`config.mk`:
```
export PLATFORM = sky130hd
export DESIGN_NAME = ascii_decimal_number_parser
export DESIGN_NICKNAME = d
export VERILOG_FILES = /design/src/rtl/core/adnp_pkg.sv /design/src/rtl/core/ascii_decimal_number_parser.sv /design/src/rtl/core/adnp_fifo.sv /design/src/rtl/core/adnp_front.sv /design/src/rtl/core/adnp_back.sv
export SDC_FILE = /design/constraint.sdc
export NUM_CORES = 1
export LEC_CHECK = 0
export BUFFER_PORTS_ARGS = -buffer_cell sky130_fd_sc_hd__buf_2
export CORE_UTILIZATION = 43
export DETAILED_ROUTE_END_ITERATION = 12
export GPL_TIMING_DRIVEN = 1
export PLACE_DENSITY = 0.63
export SKIP_CTS_REPAIR_TIMING = 1
export SYNTH_ARGS = -nofsm -noshare
export SYNTH_HDL_FRONTEND = slang
export SYNTH_HIERARCHICAL = 1
export SYNTH_SLANG_ARGS = --single-unit
```
`constraint.sdc`:
```
create_clock -name clk -period 17.72 [get_ports clk]
set_input_delay 1.772 -clock clk [delete_from_list [all_inputs] [get_ports clk]]
set_output_delay 1.772 -clock clk [all_outputs]
set_load 0.005 [all_outputs]
```
`src/rtl/core/adnp_pkg.sv`:
```
`timescale 1ns / 1ps

package adnp_pkg;

    localparam int MANT_W = 60;
    localparam int FRAC_W = 6;
    localparam int EXP_W  = 10;

    localparam logic [63:0] MANT_CAP = (64'd1 << MANT_W) - 64'd1;
    localparam logic [63:0] EXP_CAP  = (64'd1 << EXP_W) - 64'd1;
    localparam logic [FRAC_W-1:0] FRAC_MAX = '1;

    // Byte classes decided by the front part.
    localparam logic [2:0] CLS_BLANK = 3'd0;
    localparam logic [2:0] CLS_DIGIT = 3'd1;
    localparam logic [2:0] CLS_DOT   = 3'd2;
    localparam logic [2:0] CLS_E     = 3'd3;
    localparam logic [2:0] CLS_MINUS = 3'd4;
    localparam logic [2:0] CLS_OTHER = 3'd5;
    localparam logic [2:0] CLS_EOF   = 3'd6;

    localparam logic [1:0] ERR_NONE = 2'd0;
    localparam logic [1:0] ERR_DOT  = 2'd1;
    localparam logic [1:0] ERR_E    = 2'd2;

    localparam logic [7:0] CH_ZERO  = 8'h30;
    localparam logic [7:0] CH_NINE  = 8'h39;
    localparam logic [7:0] CH_DOT   = 8'h2E;
    localparam logic [7:0] CH_E     = 8'h65;
    localparam logic [7:0] CH_MINUS = 8'h2D;
    localparam logic [7:0] CH_SPACE = 8'h20;
    localparam logic [7:0] CH_TAB   = 8'h09;
    localparam logic [7:0] CH_LF    = 8'h0A;
    localparam logic [7:0] CH_CR    = 8'h0D;

    typedef struct packed {
        logic [2:0] cls;
        logic [3:0] digit;
        logic [7:0] ch;
    } adnp_item_t;

    typedef struct packed {
        logic              negative;
        logic [MANT_W-1:0] mantissa;
        logic [FRAC_W-1:0] frac_digits;
        logic              exp_negative;
        logic [EXP_W-1:0]  exp_value;
        logic [7:0]        terminator;
        logic              ended_by_eof;
        logic [1:0]        error_code;
        logic              overflow;
    } adnp_result_t;

    // All nines with the given digit count, capped; evaluated at elaboration.
    function automatic logic [63:0] nines_limit(input int digits, input logic [63:0] cap);
        logic [63:0] v;
        v = 64'd1;
        for (int i = 0; i < 19; i++)
        begin
            if (i < digits)
            begin
                v = v * 64'd10;
            end
        end
        v = v - 64'd1;
        return (v > cap) ? cap : v;
    endfunction

endpackage

```
`src/rtl/core/ascii_decimal_number_parser.sv`:
```
`timescale 1ns / 1ps

// Streaming parser that splits ASCII decimal numbers such as "-12.50e-3" into parts.
// Input side is a queue: drive ch (or end_of_stream) with push; the item is taken on
// a clock edge where push is high and full is low, so one byte can be taken every cycle.
// Output side is a queue too: while empty is low the oldest number is on the result
// ports, and pop on a clock edge with empty low takes it.
// A front stage classifies each byte into a two-entry queue; the back stage updates
// the accumulators and writes each finished number into a two-entry result queue.
// A result is on the ports in the cycle after the back stage takes its terminating byte;
// the back stage handles one byte per cycle while the result queue has room.
// When the receiver stops popping, the result queue fills, the back stage holds, and
// full rises once the byte queue is also full; nothing is dropped.
// Reset is asynchronous and active low: it empties both queues and returns the parser
// to idle with all accumulators cleared. Blanks are skipped while idle, and the
// terminator byte is consumed with the number that it ends.
module ascii_decimal_number_parser
    import adnp_pkg::*;
#(
    parameter int MANTISSA_DIGITS = 18,
    parameter int EXPONENT_DIGITS = 3
) (
    input  logic              clk,
    input  logic              rst_n,
    input  logic              push,
    output logic              full,
    input  logic [7:0]        ch,
    input  logic              end_of_stream,
    output logic              empty,
    input  logic              pop,
    output logic              negative,
    output logic [MANT_W-1:0] mantissa,
    output logic [FRAC_W-1:0] frac_digits,
    output logic              exp_negative,
    output logic [EXP_W-1:0]  exp_value,
    output logic [7:0]        terminator,
    output logic              ended_by_eof,
    output logic [1:0]        error_code,
    output logic              overflow
);

    adnp_item_t   q_item;
    logic         q_valid;
    logic         q_pop;
    adnp_result_t res;

    adnp_front u_front (
        .clk          (clk),
        .rst_n        (rst_n),
        .push         (push),
        .full         (full),
        .ch           (ch),
        .end_of_stream(end_of_stream),
        .q_pop        (q_pop),
        .q_item       (q_item),
        .q_valid      (q_valid)
    );

    adnp_back #(
        .MANTISSA_DIGITS(MANTISSA_DIGITS),
        .EXPONENT_DIGITS(EXPONENT_DIGITS)
    ) u_back (
        .clk      (clk),
        .rst_n    (rst_n),
        .q_item   (q_item),
        .q_valid  (q_valid),
        .q_pop    (q_pop),
        .res      (res),
        .res_empty(empty),
        .res_pop  (pop)
    );

    assign negative     = res.negative;
    assign mantissa     = res.mantissa;
    assign frac_digits  = res.frac_digits;
    assign exp_negative = res.exp_negative;
    assign exp_value    = res.exp_value;
    assign terminator   = res.terminator;
    assign ended_by_eof = res.ended_by_eof;
    assign error_code   = res.error_code;
    assign overflow     = res.overflow;

endmodule

```
`src/rtl/core/adnp_fifo.sv`:
```
`timescale 1ns / 1ps

module adnp_fifo #(
    parameter int WIDTH = 8
) (
    input  logic             clk,
    input  logic             rst_n,
    input  logic             push,
    input  logic [WIDTH-1:0] din,
    output logic             full,
    input  logic             pop,
    output logic [WIDTH-1:0] dout,
    output logic             empty
);

    logic [WIDTH-1:0] mem_reg [2];
    logic             wr_ptr_reg;
    logic             wr_ptr_next;
    logic             rd_ptr_reg;
    logic             rd_ptr_next;
    logic [1:0]       count_reg;
    logic [1:0]       count_next;
    logic             do_push;
    logic             do_pop;

    assign full    = (count_reg == 2'd2);
    assign empty   = (count_reg == 2'd0);
    assign do_push = push && !full;
    assign do_pop  = pop && !empty;
    assign dout    = mem_reg[rd_ptr_reg];

    always_comb
    begin
        wr_ptr_next = do_push ? ~wr_ptr_reg : wr_ptr_reg;
        rd_ptr_next = do_pop ? ~rd_ptr_reg : rd_ptr_reg;
        count_next  = count_reg;
        if (do_push && !do_pop)
        begin
            count_next = count_reg + 2'd1;
        end
        else if (do_pop && !do_push)
        begin
            count_next = count_reg - 2'd1;
        end
    end

    always_ff @(posedge clk or negedge rst_n)
    begin
        if (!rst_n)
        begin
            wr_ptr_reg <= 1'b0;
            rd_ptr_reg <= 1'b0;
            count_reg  <= 2'd0;
        end
        else
        begin
            wr_ptr_reg <= wr_ptr_next;
            rd_ptr_reg <= rd_ptr_next;
            count_reg  <= count_next;
        end
    end

    always_ff @(posedge clk)
    begin
        if (do_push)
        begin
            mem_reg[wr_ptr_reg] <= din;
        end
    end

endmodule

```
`src/rtl/core/adnp_front.sv`:
```
`timescale 1ns / 1ps

module adnp_front
    import adnp_pkg::*;
(
    input  logic       clk,
    input  logic       rst_n,
    input  logic       push,
    output logic       full,
    input  logic [7:0] ch,
    input  logic       end_of_stream,
    input  logic       q_pop,
    output adnp_item_t q_item,
    output logic       q_valid
);

    adnp_item_t item_in;
    logic       q_empty;

    always_comb
    begin
        item_in.ch    = ch;
        item_in.digit = ch[3:0];
        if (end_of_stream)
        begin
            item_in.cls = CLS_EOF;
            item_in.ch  = 8'd0;
        end
        else if (ch >= CH_ZERO && ch <= CH_NINE)
        begin
            item_in.cls = CLS_DIGIT;
        end
        else if (ch == CH_DOT)
        begin
            item_in.cls = CLS_DOT;
        end
        else if (ch == CH_E)
        begin
            item_in.cls = CLS_E;
        end
        else if (ch == CH_MINUS)
        begin
            item_in.cls = CLS_MINUS;
        end
        else if (ch == CH_SPACE || ch == CH_TAB || ch == CH_LF || ch == CH_CR)
        begin
            item_in.cls = CLS_BLANK;
        end
        else
        begin
            item_in.cls = CLS_OTHER;
        end
    end

    adnp_fifo #(
        .WIDTH($bits(adnp_item_t))
    ) u_item_q (
        .clk  (clk),
        .rst_n(rst_n),
        .push (push),
        .din  (item_in),
        .full (full),
        .pop  (q_pop),
        .dout (q_item),
        .empty(q_empty)
    );

    assign q_valid = !q_empty;

endmodule

```
`src/rtl/core/adnp_back.sv`:
```
`timescale 1ns / 1ps

module adnp_back
    import adnp_pkg::*;
#(
    parameter int MANTISSA_DIGITS = 18,
    parameter int EXPONENT_DIGITS = 3
) (
    input  logic         clk,
    input  logic         rst_n,
    input  adnp_item_t   q_item,
    input  logic         q_valid,
    output logic         q_pop,
    output adnp_result_t res,
    output logic         res_empty,
    input  logic         res_pop
);

    localparam logic [63:0] MANT_LIM64 = nines_limit(MANTISSA_DIGITS, MANT_CAP);
    localparam logic [63:0] EXP_LIM64  = nines_limit(EXPONENT_DIGITS, EXP_CAP);
    localparam logic [MANT_W-1:0] MANT_LIM = MANT_LIM64[MANT_W-1:0];
    localparam logic [EXP_W+3:0]  EXP_LIM  = {4'd0, EXP_LIM64[EXP_W-1:0]};

    logic              in_number_reg, in_number_next;
    logic              neg_reg, neg_next;
    logic [MANT_W-1:0] mant_reg, mant_next;
    logic [FRAC_W-1:0] frac_reg, frac_next;
    logic [EXP_W-1:0]  exp_reg, exp_next;
    logic              exp_neg_reg, exp_neg_next;
    logic              seen_dot_reg, seen_dot_next;
    logic              seen_e_reg, seen_e_next;
    logic [1:0]        err_reg, err_next;
    logic              ovf_reg, ovf_next;

    logic              res_full;
    logic              take;
    logic              emit;
    logic              parse;
    logic [63:0]       mant_sum;
    logic [EXP_W+3:0]  exp_sum;
    adnp_result_t      res_in;

    // Times ten as two shifts; the accumulators never exceed their limits.
    assign mant_sum = {1'b0, mant_reg, 3'b000} + {3'b000, mant_reg, 1'b0}
                      + {60'd0, q_item.digit};
    assign exp_sum  = {1'b0, exp_reg, 3'b000} + {3'b000, exp_reg, 1'b0}
                      + {10'd0, q_item.digit};

    assign take  = q_valid && !res_full;
    assign q_pop = take;

    always_comb
    begin
        in_number_next = in_number_reg;
        neg_next       = neg_reg;
        mant_next      = mant_reg;
        frac_next      = frac_reg;
        exp_next       = exp_reg;
        exp_neg_next   = exp_neg_reg;
        seen_dot_next  = seen_dot_reg;
        seen_e_next    = seen_e_reg;
        err_next       = err_reg;
        ovf_next       = ovf_reg;
        emit           = 1'b0;
        parse          = 1'b0;

        if (q_item.cls == CLS_EOF)
        begin
            emit = 1'b1;
        end
        else if (!in_number_reg)
        begin
            if (q_item.cls != CLS_BLANK)
            begin
                in_number_next = 1'b1;
                if (q_item.cls == CLS_MINUS)
                begin
                    neg_next = 1'b1;
                end
                else
                begin
                    parse = 1'b1;
                end
            end
        end
        else
        begin
            parse = 1'b1;
        end

        if (parse)
        begin
            case (q_item.cls)
                CLS_DIGIT:
                begin
                    if (seen_e_reg)
                    begin
                        if (exp_sum > EXP_LIM)
                        begin
                            exp_next = EXP_LIM[EXP_W-1:0];
                            ovf_next = 1'b1;
                        end
                        else
                        begin
                            exp_next = exp_sum[EXP_W-1:0];
                        end
                    end
                    else
                    begin
                        if (mant_sum > {4'd0, MANT_LIM})
                        begin
                            mant_next = MANT_LIM;
                            ovf_next  = 1'b1;
                        end
                        else
                        begin
                            mant_next = mant_sum[MANT_W-1:0];
                        end
                        if (seen_dot_reg)
                        begin
                            if (frac_reg == FRAC_MAX)
                            begin
                                ovf_next = 1'b1;
                            end
                            else
                            begin
                                frac_next = frac_reg + {{(FRAC_W-1){1'b0}}, 1'b1};
                            end
                        end
                    end
                end
                CLS_DOT:
                begin
                    if (seen_dot_reg)
                    begin
                        if (err_reg == ERR_NONE)
                        begin
                            err_next = ERR_DOT;
                        end
                    end
                    else
                    begin
                        seen_dot_next = 1'b1;
                    end
                end
                CLS_E:
                begin
                    if (seen_e_reg)
                    begin
                        if (err_reg == ERR_NONE)
                        begin
                            err_next = ERR_E;
                        end
                    end
                    else
                    begin
                        seen_e_next = 1'b1;
                    end
                end
                CLS_MINUS:
                begin
                    if (seen_e_reg)
                    begin
                        exp_neg_next = 1'b1;
                    end
                    else
                    begin
                        emit = 1'b1;
                    end
                end
                default:
                begin
                    emit = 1'b1;
                end
            endcase
        end

        // A finished number reports the state as it stood and starts over.
        if (emit)
        begin
            in_number_next = 1'b0;
            neg_next       = 1'b0;
            mant_next      = '0;
            frac_next      = '0;
            exp_next       = '0;
            exp_neg_next   = 1'b0;
            seen_dot_next  = 1'b0;
            seen_e_next    = 1'b0;
            err_next       = ERR_NONE;
            ovf_next       = 1'b0;
        end
    end

    always_comb
    begin
        res_in.negative     = neg_reg;
        res_in.mantissa     = mant_reg;
        res_in.frac_digits  = frac_reg;
        res_in.exp_negative = exp_neg_reg;
        res_in.exp_value    = exp_reg;
        res_in.terminator   = q_item.ch;
        res_in.ended_by_eof = (q_item.cls == CLS_EOF);
        res_in.error_code   = err_reg;
        res_in.overflow     = ovf_reg;
    end

    always_ff @(posedge clk or negedge rst_n)
    begin
        if (!rst_n)
        begin
            in_number_reg <= 1'b0;
            neg_reg       <= 1'b0;
            mant_reg      <= '0;
            frac_reg      <= '0;
            exp_reg       <= '0;
            exp_neg_reg   <= 1'b0;
            seen_dot_reg  <= 1'b0;
            seen_e_reg    <= 1'b0;
            err_reg       <= ERR_NONE;
            ovf_reg       <= 1'b0;
        end
        else if (take)
        begin
            in_number_reg <= in_number_next;
            neg_reg       <= neg_next;
            mant_reg      <= mant_next;
            frac_reg      <= frac_next;
            exp_reg       <= exp_next;
            exp_neg_reg   <= exp_neg_next;
            seen_dot_reg  <= seen_dot_next;
            seen_e_reg    <= seen_e_next;
            err_reg       <= err_next;
            ovf_reg       <= ovf_next;
        end
    end

    adnp_fifo #(
        .WIDTH($bits(adnp_result_t))
    ) u_res_q (
        .clk  (clk),
        .rst_n(rst_n),
        .push (take && emit),
        .din  (res_in),
        .full (res_full),
        .pop  (res_pop),
        .dout (res),
        .empty(res_empty)
    );

endmodule
```
==> reports/results.tsv, run 1 <==
stage	metric	value	unit
synthesis	syn-cell-area	17970	µm²
sta	period_share	0.3677	
synthesis	synth-seq-cells	302	
floorplan	die_w	206.4	µm
synthesis	synth_most_common_cell	edfxtp_1	
layout	largest_register_ffs	180	
setup_path	setup.worst_path.start_class	flop	
sta	hold_violations	0	
floorplan	die_area	42620	µm²
route	wl_met2	20160	µm
sta	whs	0.4984	ns
floorplan	io_pins	105	
route	via_per_inst	5.784	
synthesis	syn_nets	1713	
setup_path	setup.worst_path.start	u_front/u_item_q/rd_ptr_reg	
hold_path	hp-start	u_back/exp_neg_reg	
pwr	powerDensity	131.4	nW/µm²
setup_path	r2r_start	u_front/u_item_q/rd_ptr_reg	
pwr	irDropWorstVdd	0.1325	mV
global_routing	grt_max_degree	85	
clock_network	path_clk_slew	0.06	ns
layout	area_growth	10.24	%
route	drc	6	
sta	setup-tns-final	0	ns
global_routing	track_usage	0.2058	
synthesis	synth_top_area_frac	0.3509	
route	postRouteAntennaNets	0	
setup_path	worstSetupEndpointType	flop	
synthesis	seq_area_frac_synth	0.4790	
clock_network	cts_sinks	302	
layout	layout.nets	1785	
global_routing	antenna_found_initial	0	
floorplan	die_h	206.4	µm
sta	worst_pin_slew	1.224	ns
setup_path	worst-setup-path-type	reg2reg	
pwr	power.leakage	8.480	nW
hold_path	hp-class	reg2reg	
sta	min_period	6.516	ns
route	routed.top_layer	met4	
layout	diodes	0	
sta	rsz0062_at_grt	false	
run_status	status	finished, violations left	
route	route.met3.wl	2376	µm
sta	setup_viol	0	
clock_network	cts_root_buffer	clkbuf_16	
floorplan	core	41020	µm²
route	drt_iter0_markers	829	
synthesis	avgSynthCellArea	11.56	µm²
setup_path	arrival	6.93	ns
placement	dpl-instance-area	18760	µm²
sta	relSlewSlack	0.1751	
clock_network	cts_buffers	31	
floorplan	initial_utilization	0.4381	
layout	stdcell_area	19810	µm²
global_routing	grt_pass1_vias	12202	
clock_network	cts_buffer_depth	3	
synthesis	synth-async-reset-ratio	0.3046	
placement	globalplace.congestion	0.9454	
route	first_pass_iters	9	
synthesis	yosysWarnings	6	
synthesis	syn_inst	1555	
setup_path	crit_required	18.13	ns
setup_path	crit_path_max_fanout	31	
route	vias	12633	
global_routing	grt_first_pass_wirelength	68610	µm
synthesis	ys_types	86	
placement	dp_hpwl	31810	µm
clock_network	insertion_delay	0.57	ns
synthesis	yosys.area.top_type	edfxtp_1	
sta	skew	0.01669	ns
synthesis	synth_common_cells	edfxtp_1 (210), a21oi_1 (160), ha_1 (141), nand2_1 (108), mux2_4 (98)	
job	maxCapViolCount	0	
synthesis	synth-edff-count	210	
clock_network	cts_tree	done	
synthesis	yosys_most_used_dff	edfxtp_1	
layout	drive_gt1_frac	0.1774	
floorplan	rows	74	
sta	finalMaxSlewViolations	0	
placement	port_buffers	104	
route	wl	43360	µm
synthesis	yosys-top-cells-area	edfxtp_1 (35%), dfrtp_1 (13%), ha_1 (9.8%), mux2_4 (8.2%), a21oi_1 (4.5%)	
global_routing	grt-ovfl-total	0	
run_status	violations	DRC	
route	met1_length	19820	µm
clock_network	h-tree-depth	1	
sta	fmax	153.5	MHz
route	drt-wirelength-per-cell	19.85	µm
## stage by stage
stage,worst slack (ns),total power [W],instances,utilization
after floorplan,11.41,0.001731,1555,-
after global placement,11.39,0.001947,2126,0.4573
after detailed placement,11.33,0.001966,2126,0.4573
after CTS,11.30,0.002642,2184,0.4830
after global routing,10.96,0.002763,2184,0.4830
final,11.20,0.002603,2184,0.4830
## per-layer routing
layer,track usage,vias up
met2,0.3318,364
li1,-,6092
met5,0,-
met1,0.2892,6112
met4,0.05699,0
met3,0.02696,65
## worst paths after layout
check                                           endpoint  slack [ns]  cells after the start
max                                  u_back/mant_reg[24]       11.20                     15
min                        u_back/u_res_q/mem_reg[0][22]        0.50                      0
max reg2reg                          u_back/mant_reg[24]       11.20                     15
min reg2reg                u_back/u_res_q/mem_reg[0][22]        0.50                      0
max in group asynchronous            u_back/mant_reg[18]       15.33                      2
min in group asynchronous    u_back/u_res_q/count_reg[1]        1.13                      1
## cells by family after synthesis
group / share of synthesized area
multiplexers: 0.08863
flip-flops: 0.4790
XOR/XNOR: 0.03265
AND/OR/NAND/NOR: 0.1058
AO/OA/AOI/OAI: 0.1567
adder cells (fa/ha/maj): 0.1026
buffers and inverters: 0.03453
## layout make-up
| cell class | instances | area [µm²] |
|---|---|---|
| tap | 532 | 665.6 |
| fill | 3657 | 21210 |
| timing repair buffer | 112 | 583.1 |
| multi-input combinational | 1145 | 8763 |
| clock buffer | 41 | 853.3 |
| clock inverter | 17 | 202.7 |
| sequential | 302 | 8612 |
| inverter | 35 | 131.4 |
## critical path, cell delays in order (launching register included)
cell and delay, ns:
dfrtp_1 0.89, mux2_4 0.39, fa_1 0.55, fa_1 0.49, a211oi_1 0.48, o21ai_1 0.20, nand2_1 0.22, a21oi_1 0.12
or4_1 0.58, a21oi_1 0.21, o21ai_1 0.08, or4_1 0.55, a211o_1 0.32, o221ai_4 0.35, o21a_2 0.70, a41oi_1 0.20
## power breakdown
group | switching (W) | total [W] | internal (W)
sequential | 0.000111 | 0.00111 | 0.000999
clock | 0.000271 | 0.000668 | 0.000397
combinational | 0.000436 | 0.000826 | 0.000390
total | 0.000817 | 0.00260 | 0.00179
## cell usage in the layout, fill, tap and decap left out, types with 24 or more instances in the layout
| cell | instances |
|---|---|
| a21o_1 | 33 |
| a21oi_1 | 160 |
| a31oi_1 | 40 |
| buf_2 | 103 |
| clkbuf_16 | 31 |
| dfrtp_1 | 91 |
| edfxtp_1 | 210 |
| ha_1 | 141 |
| inv_1 | 35 |
| mux2_4 | 98 |
| nand2_1 | 107 |
| nand3_1 | 24 |
| nand4_1 | 31 |
| nor2_1 | 89 |
| nor3_1 | 27 |
| o21ai_0 | 69 |
| xnor2_1 | 38 |
| xor2_1 | 29 |
Note: power is estimated with default switching activity, not from simulation.
==> run 2: changes to the inputs <==
==> constraint.sdc (replaced) <==
create_clock -name clk -period 6 [get_ports clk]
set_input_delay 0.6 -clock clk [delete_from_list [all_inputs] [get_ports clk]]
set_output_delay 0.6 -clock clk [all_outputs]
set_load 0.005 [all_outputs]
==> run 2 against run 1 <==
Die area is the same. Critical path depth grew 1. The run still ends with DRC left. Highest routed layer unchanged. Wire length shrank 0.49%.
==> reports/results.tsv, run 2 (synthesized netlist as in run 1, its figures left out) <==
stage	metric	value	unit	change
clock_network	cts_sinks	302		unchanged
layout	layout_commonest_cell	edfxtp_1		unchanged
setup_path	crit_path_max_fanout	11		was 31
route	drt_iter0_markers	781		was 829
pwr	pwr-share-seq	0.411		was 0.426
floorplan	rows	74		unchanged
layout	diodes	0		unchanged
sta	hold_violations	0		unchanged
sta	period_share	0.9577		was 0.3677
layout	layout.nets	1796		was 1785
pwr	switching_share	0.3124		was 0.3140
run_status	violations	DRC		unchanged
sta	finalMaxSlewViolations	0		unchanged
clock_network	path_clk_slew	0.07	ns	was 0.06 ns
placement	port_buffers	104		unchanged
hold_path	hp-class	in2reg		was reg2reg
setup_path	r2r_cells	16		was 15
layout	largest_register_ffs	180		unchanged
route	vias	12650		was 12633
job	maxCapViolCount	0		unchanged
pwr	p_clk_frac	0.266		was 0.257
layout	mostFrequentLayoutCells	edfxtp_1 (210), a21oi_1 (160), ha_1 (141)		unchanged
pwr	power.leakage	8.589	nW	was 8.480 nW
run_status	status	finished, violations left		unchanged
sta	fmax	174.0	MHz	was 153.5 MHz
clock_network	h-tree-depth	1		unchanged
sta	worst_pin_slew	1.190	ns	was 1.224 ns
sta	setup-tns-final	0	ns	unchanged
setup_path	worstSetupEndpointType	flop		unchanged
placement	placedCellCount	2136		was 2126
pwr	pwr-share-comb	0.322		was 0.317
clock_network	cts_buffers	31		unchanged
floorplan	die_area	42620	µm²	unchanged
global_routing	track_usage	0.2032		was 0.2058
placement	dp_hpwl	32650	µm	was 31810 µm
sta	relSlewSlack	0.1980		was 0.1751
setup_path	crit_chain	mux2_4 > fa_1 > fa_1 > a211oi_1 > o21ai_1 > nand2_1 > a21oi_1 > or4_1 > a21oi_1 > o21ai_1 > or4_1 > a211o_1 > o221ai_4 > buf_4 > and2_1 > a32o_1		was mux2_4 > fa_1 > fa_1 > a211oi_1 > o21ai_1 > nand2_1 > a21oi_1 > or4_1 > a21oi_1 > o21ai_1 > or4_1 > a211o_1 > o221ai_4 > o21a_2 > a41oi_1
clock_network	cts_tree	done		unchanged
floorplan	io_pins	105		unchanged
pwr	irDropWorstVdd	0.2658	mV	was 0.1325 mV
sta	whs	0.2971	ns	was 0.4984 ns
floorplan	die_w	206.4	µm	unchanged
floorplan	die_h	206.4	µm	unchanged
pwr	power.switching	0.002438	W	was 0.0008174 W
placement	post-place-ws	0.2661	ns	was 11.33 ns
route	postRouteAntennaNets	0		unchanged
layout	fin_util	0.4869		was 0.4830
sta	rsz0062_at_grt	false		unchanged
route	first_pass_iters	9		unchanged
clock_network	insertion_delay	0.58	ns	was 0.57 ns
sta	min_period	5.746	ns	was 6.516 ns
clock_network	cts_buffer_depth	3		unchanged
layout	drive_gt1_frac	0.1864		was 0.1774
setup_path	crit_slowest_cell	or4_1		was dfrtp_1
global_routing	grt_first_pass_wirelength	67920	µm	was 68610 µm
route	via_per_inst	5.763		was 5.784
sta	skew	0.01214	ns	was 0.01669 ns
pwr	p_int	0.005365	W	was 0.001786 W
layout	final_cells	2195		was 2184
placement	globalplace.congestion	0.9367		was 0.9454
sta	setup_ws	0.2540	ns	was 11.20 ns
route	drc	10		was 6
global_routing	antenna_found_initial	0		unchanged
layout	area_growth	11.14	%	was 10.24%
floorplan	initial_utilization	0.4381		unchanged
setup_path	worst-setup-path-type	reg2reg		unchanged
sta	setup_viol	0		unchanged
clock_network	cts_root_buffer	clkbuf_16		unchanged
route	wl	43150	µm	was 43360 µm
floorplan	core	41020	µm²	unchanged
setup_path	arrival	6.25	ns	was 6.93 ns
setup_path	crit_required	6.51	ns	was 18.13 ns
global_routing	grt_pass1_vias	12321		was 12202
pwr	powerDensity	390.7	nW/µm²	was 131.4 nW/µm²
setup_path	setup.worst_path.start_class	flop		unchanged
hold_path	min_path_cells	1		was 0
global_routing	grt_max_degree	63		was 85
setup_path	critPathMaxStageDelay	0.59	ns	was 0.89 ns
route	drt-wirelength-per-cell	19.66	µm	was 19.85 µm
global_routing	grt-ovfl-total	0		unchanged
-- run 2: cell type report --
type	count	area, µm²
clock buffers	40	880.8
clock inverters	18	245.2
fillers	3678	21040
inverters	35	131.4
multi-input cells	1145	8770
flip-flops and latches	302	8612
well taps	532	665.6
repair buffers	123	668.1
-- run 2: final timing paths --
path,to,from,slack [ns]
worst min register to register,u_back/u_res_q/mem_reg[0][22],u_back/exp_neg_reg,0.48
worst max-delay path,u_back/mant_reg[49],u_front/u_item_q/rd_ptr_reg,0.25
worst max register to register,u_back/mant_reg[49],u_front/u_item_q/rd_ptr_reg,0.25
min in group asynchronous,u_back/u_res_q/count_reg[1],rst_n,0.50
worst min-delay path,u_front/u_item_q/mem_reg[0][9],ch[1],0.30
max in group asynchronous,u_back/mant_reg[58],rst_n,4.25
-- run 2: critical path, delay by kind of cell, from the launching register on --
kind	cells	cell delay, ns
AND/OR/NAND/NOR	4	1.79
multiplexers	1	0.36
adder cells (fa/ha/maj)	2	1.03
flip-flops	1	0.46
buffers and inverters	1	0.19
AO/OA/AOI/OAI	8	1.84
-- run 2: layer usage --
layer	share of wire	wire length [µm]	track usage
met1	0.46	19830	0.2830
met2	0.48	20570	0.3378
met3	0.045	1927	0.02208
met4	0.019	821	0.04832
met5	0	0	0
-- run 2: stage by stage --
| stage | cell area (µm²) | total power [W] |
|---|---|---|
| global placement | 18830 | 0.005750 |
| global route | 19970 | 0.008250 |
| finish | 19970 | 0.007803 |
| CTS | 19960 | 0.007915 |
| detailed placement | 18830 | 0.005806 |
| floorplan | 17970 | 0.005096 |
-- run 2: power by group through the flow --
stage	clock network [W]	registers, W	logic, W
2_1_floorplan	0	0.00316	0.00194
3_3_place_gp	0	0.00323	0.00252
3_5_place_dp	0	0.00326	0.00255
4_1_cts	0.00213	0.00322	0.00256
5_1_grt	0.00220	0.00327	0.00278
6_report	0.00208	0.00321	0.00252
==> run 3: changes to the inputs <==
--- a/config.mk
+++ b/config.mk
@@ -5,11 +5,12 @@
 export SDC_FILE = /design/constraint.sdc
 export NUM_CORES = 1
 export LEC_CHECK = 0
+export ABC_AREA = 1
 export BUFFER_PORTS_ARGS = -buffer_cell sky130_fd_sc_hd__buf_2
 export CORE_UTILIZATION = 43
 export DETAILED_ROUTE_END_ITERATION = 12
 export GPL_TIMING_DRIVEN = 1
-export PLACE_DENSITY = 0.63
+export PLACE_DENSITY = 0.62
 export SKIP_CTS_REPAIR_TIMING = 1
 export SYNTH_ARGS = -nofsm -noshare
 export SYNTH_HDL_FRONTEND = slang
==> run 3 against run 2 <==
The flow now finishes without violations. Utilization down 0.41 points. Synthesized area up 8.5%. Synthesized cell count up 62%. Power down 4.4%. Register-to-register slack better by 0.88 ns. Via count up 28%. Clock skew up 0.021 ns. Worst setup slack better by 0.88 ns. Critical endpoint is now u_back/mant_reg[16].
==> reports/results.tsv, run 3 <==
stage	metric	value	unit	change
setup_path	rrSetupSlack	1.13	ns	was 0.25 ns
route	postRouteAntennaNets	0		unchanged
synthesis	ys_types	51		was 86
synthesis	synth-async-reset-ratio	0.3046		unchanged
setup_path	arrival	5.34	ns	was 6.25 ns
route	vias	16149		was 12650
sta	finalMaxSlewViolations	0		unchanged
placement	globalplace.congestion	0.9682		was 0.9367
clock_network	cts_buffers	31		unchanged
layout	layout.nets	2782		was 1796
route	via_per_inst	4.983		was 5.763
hold_path	hp-start	ch[0]		was ch[1]
setup_path	worst-setup-path-type	reg2reg		unchanged
synthesis	syn_nets	2677		was 1713
clock_network	path_clk_slew	0.06	ns	was 0.07 ns
floorplan	die_area	46220	µm²	was 42620 µm²
synthesis	synth_most_common_cell	nand2_1		was edfxtp_1
synthesis	syn-cell-area	19510	µm²	was 17970 µm²
clock_network	cts_root_buffer	clkbuf_16		unchanged
synthesis	yosys-top-cells-area	edfxtp_1 (32%), nand2_1 (21%), dfrtp_1 (12%), ha_1 (9.0%), inv_1 (6.7%)		was edfxtp_1 (35%), dfrtp_1 (13%), ha_1 (9.8%), mux2_4 (8.2%), a21oi_1 (4.5%)
synthesis	yosys.area.top_type	edfxtp_1		unchanged
synthesis	synth_top_area_frac	0.3233		was 0.3509
layout	area_growth	10.16	%	was 11.14%
route	drt_iter0_markers	1296		was 781
sta	period_share	0.8117		was 0.9577
setup_path	r2r-end	u_back/mant_reg[16]		was u_back/mant_reg[49]
route	first_pass_iters	6		was 9
clock_network	insertion_delay	0.58	ns	about the same
global_routing	track_usage	0.2336		was 0.2032
layout	layout_commonest_cell	nand2_1		was edfxtp_1
clock_network	h-tree-depth	1		unchanged
placement	dp_hpwl	42530	µm	was 32650 µm
sta	hold_violations	0		unchanged
layout	drive_gt1_frac	0.09740		was 0.1864
job	maxCapViolCount	0		unchanged
placement	port_buffers	104		unchanged
clock_network	cts_tree	done		unchanged
setup_path	r2r_start	u_front/u_item_q/rd_ptr_reg		unchanged
route	wl	53660	µm	was 43150 µm
setup_path	crit_required	6.47	ns	was 6.51 ns
sta	worst_pin_slew	1.151	ns	was 1.190 ns
pwr	power.leakage	11.52	nW	was 8.589 nW
floorplan	die_h	215.0	µm	was 206.4 µm
global_routing	grt_first_pass_wirelength	85060	µm	was 67920 µm
floorplan	initial_utilization	0.4383		was 0.4381
synthesis	avgSynthCellArea	7.744	µm²	was 11.56 µm²
global_routing	grt_max_degree	93		was 63
sta	setup-tns-final	0	ns	unchanged
setup_path	setup.worst_path.start_class	flop		unchanged
synthesis	syn_inst	2519		was 1555
global_routing	antenna_found_initial	0		unchanged
synthesis	yosys_most_used_dff	edfxtp_1		unchanged
floorplan	core	44510	µm²	was 41020 µm²
sta	rsz0062_at_grt	false		unchanged
route	drc	0		was 10
run_status	status	complete, no violations		was finished, violations left
synthesis	synth_common_cells	nand2_1 (1093), inv_1 (350), edfxtp_1 (210), nor2_1 (162), ha_1 (141)		was edfxtp_1 (210), a21oi_1 (160), ha_1 (141), nand2_1 (108), mux2_4 (98)
layout	diodes	0		unchanged
sta	min_period	4.870	ns	was 5.746 ns
hold_path	min_to	u_front/u_item_q/mem_reg[1][8]		was u_front/u_item_q/mem_reg[0][9]
floorplan	rows	77		was 74
pwr	powerDensity	347.2	nW/µm²	was 390.7 nW/µm²
sta	relSlewSlack	0.2300		was 0.1980
layout	largest_register_ffs	180		unchanged
synthesis	yosysWarnings	6		unchanged
clock_network	cts_sinks	302		unchanged
sta	setup_viol	0		unchanged
placement	post-place-ws	1.151	ns	was 0.2661 ns
synthesis	synth-seq-cells	302		unchanged
global_routing	grt-ovfl-total	0		unchanged
hold_path	hp-class	in2reg		unchanged
floorplan	die_w	215.0	µm	was 206.4 µm
setup_path	crit_path_max_fanout	34		was 11
clock_network	cts_buffer_depth	3		unchanged
sta	skew	0.03273	ns	was 0.01214 ns
route	drt-wirelength-per-cell	16.56	µm	was 19.66 µm
sta	fmax	205.3	MHz	was 174.0 MHz
floorplan	io_pins	105		unchanged
hold_path	min_path_cells	1		unchanged
synthesis	synth-edff-count	210		unchanged
sta	setup_ws	1.130	ns	was 0.2540 ns
layout	final.fill_count	4373		was 3678
setup_path	worstSetupEndpointType	flop		unchanged
global_routing	grt_pass1_vias	15243		was 12321
layout	mostFrequentLayoutCells	nand2_1 (1092), inv_1 (349), edfxtp_1 (210)		was edfxtp_1 (210), a21oi_1 (160), ha_1 (141)
pwr	irDropWorstVdd	0.4876	mV	was 0.2658 mV
synthesis	seq_area_frac_synth	0.4413		was 0.4790
setup_path	r2r_cells	24		was 16
## run 3: cell count changes in the layout (fill, tap and decap cells not counted), moves of 17 or more
cell	delta
nand3_1	+80
a21o_1	-32
nand3_2	+20
o21ai_0	-27
xor2_1	-17
nor2_2	+17
a21oi_1	-96
inv_1	+314
mux2_4	-98
nand2_1	+985
a31oi_1	-38
nor2_1	+71
## run 3: area by class of cell
cell class / count / area [µm²] / area share
well taps: 592 / 740.7 / 0.03447
flip-flops and latches: 302 / 8610 / 0.4006
inverters: 364 / 1370 / 0.06376
repair buffers: 117 / 635.6 / 0.02958
clock inverters: 12 / 100.1 / 0.004658
multi-input cells: 1808 / 9151 / 0.4259
clock buffers: 46 / 882.1 / 0.04105
## run 3: kinds of logic after synthesis
| logic type | Yosys count | synth area share |
|---|---|---|
| flops | 302 | 0.4413 |
| xor+xnor | 38 | 0.01706 |
| compound gates | 144 | 0.04233 |
| fa+ha+maj | 145 | 0.09454 |
| buf+inv | 409 | 0.09050 |
| simple gates | 1481 | 0.3143 |
## run 3: worst max-delay path, stage by stage (launching register included)
cell	delay (ns)
dfrtp_1	0.71
inv_4	0.18
nand2_1	0.10
nand2_1	0.14
fa_1	0.56
ha_1	0.33
nand3_1	0.07
nand3_1	0.18
nand3_1	0.12
nand3_1	0.23
nand2_1	0.13
nand3_1	0.23
nand2_1	0.16
nand3b_1	0.08
nand2_1	0.10
nand2_1	0.13
nor2_4	0.17
nand3_1	0.09
nor2_1	0.09
nand2_1	0.09
nand2_4	0.33
buf_4	0.28
nand3_1	0.09
nand2_1	0.07
nand2_1	0.05
## run 3: how the worst max path moves through the flow
stage	startpoint	to	slack, ns	depth (start not counted)
global route	u_front/u_item_q/rd_ptr_reg	u_back/mant_reg[28]	0.72	22
finish	u_front/u_item_q/rd_ptr_reg	u_back/mant_reg[16]	1.13	24
floorplan	u_front/u_item_q/rd_ptr_reg	u_back/u_res_q/mem_reg[1][0]	1.48	13
detailed placement	u_front/u_item_q/rd_ptr_reg	u_back/mant_reg[19]	1.15	22
CTS	u_front/u_item_q/rd_ptr_reg	u_back/mant_reg[34]	1.14	22
global placement	u_front/u_item_q/rd_ptr_reg	u_back/mant_reg[17]	1.23	24
## run 3: metrics by stage
stage	hold WS, ns	cells	cell area, µm²	power, W	util
after floorplan	0.3044	2519	19510	0.004829	-
after CTS	-0.03047	3240	21480	0.007552	0.4826
after detailed placement	0.4695	3182	20500	0.005698	0.4605
final	0.2788	3241	21490	0.007462	0.4828
after global placement	0.4601	3182	20500	0.005652	0.4605
after global routing	0.2715	3241	21490	0.007962	0.4828
## run 3: power breakdown
part	switching, W	leakage [nW]	internal, W
Clock	0.000786	0.476	0.00106
Combinational	0.00168	7.80	0.000752
Sequential	0.000199	3.24	0.00298
Total	0.00267	11.5	0.00480
## run 3: metal layers
layer / part of all wire / global-route usage / up-vias / wire [µm]
li1: - / - / 8170 / -
met1: 0.48 / 0.3337 / 7516 / 25760
met2: 0.45 / 0.3803 / 398 / 24360
met3: 0.043 / 0.02052 / 65 / 2323
met4: 0.023 / 0.06265 / 0 / 1213
met5: 0 / 0 / - / 0
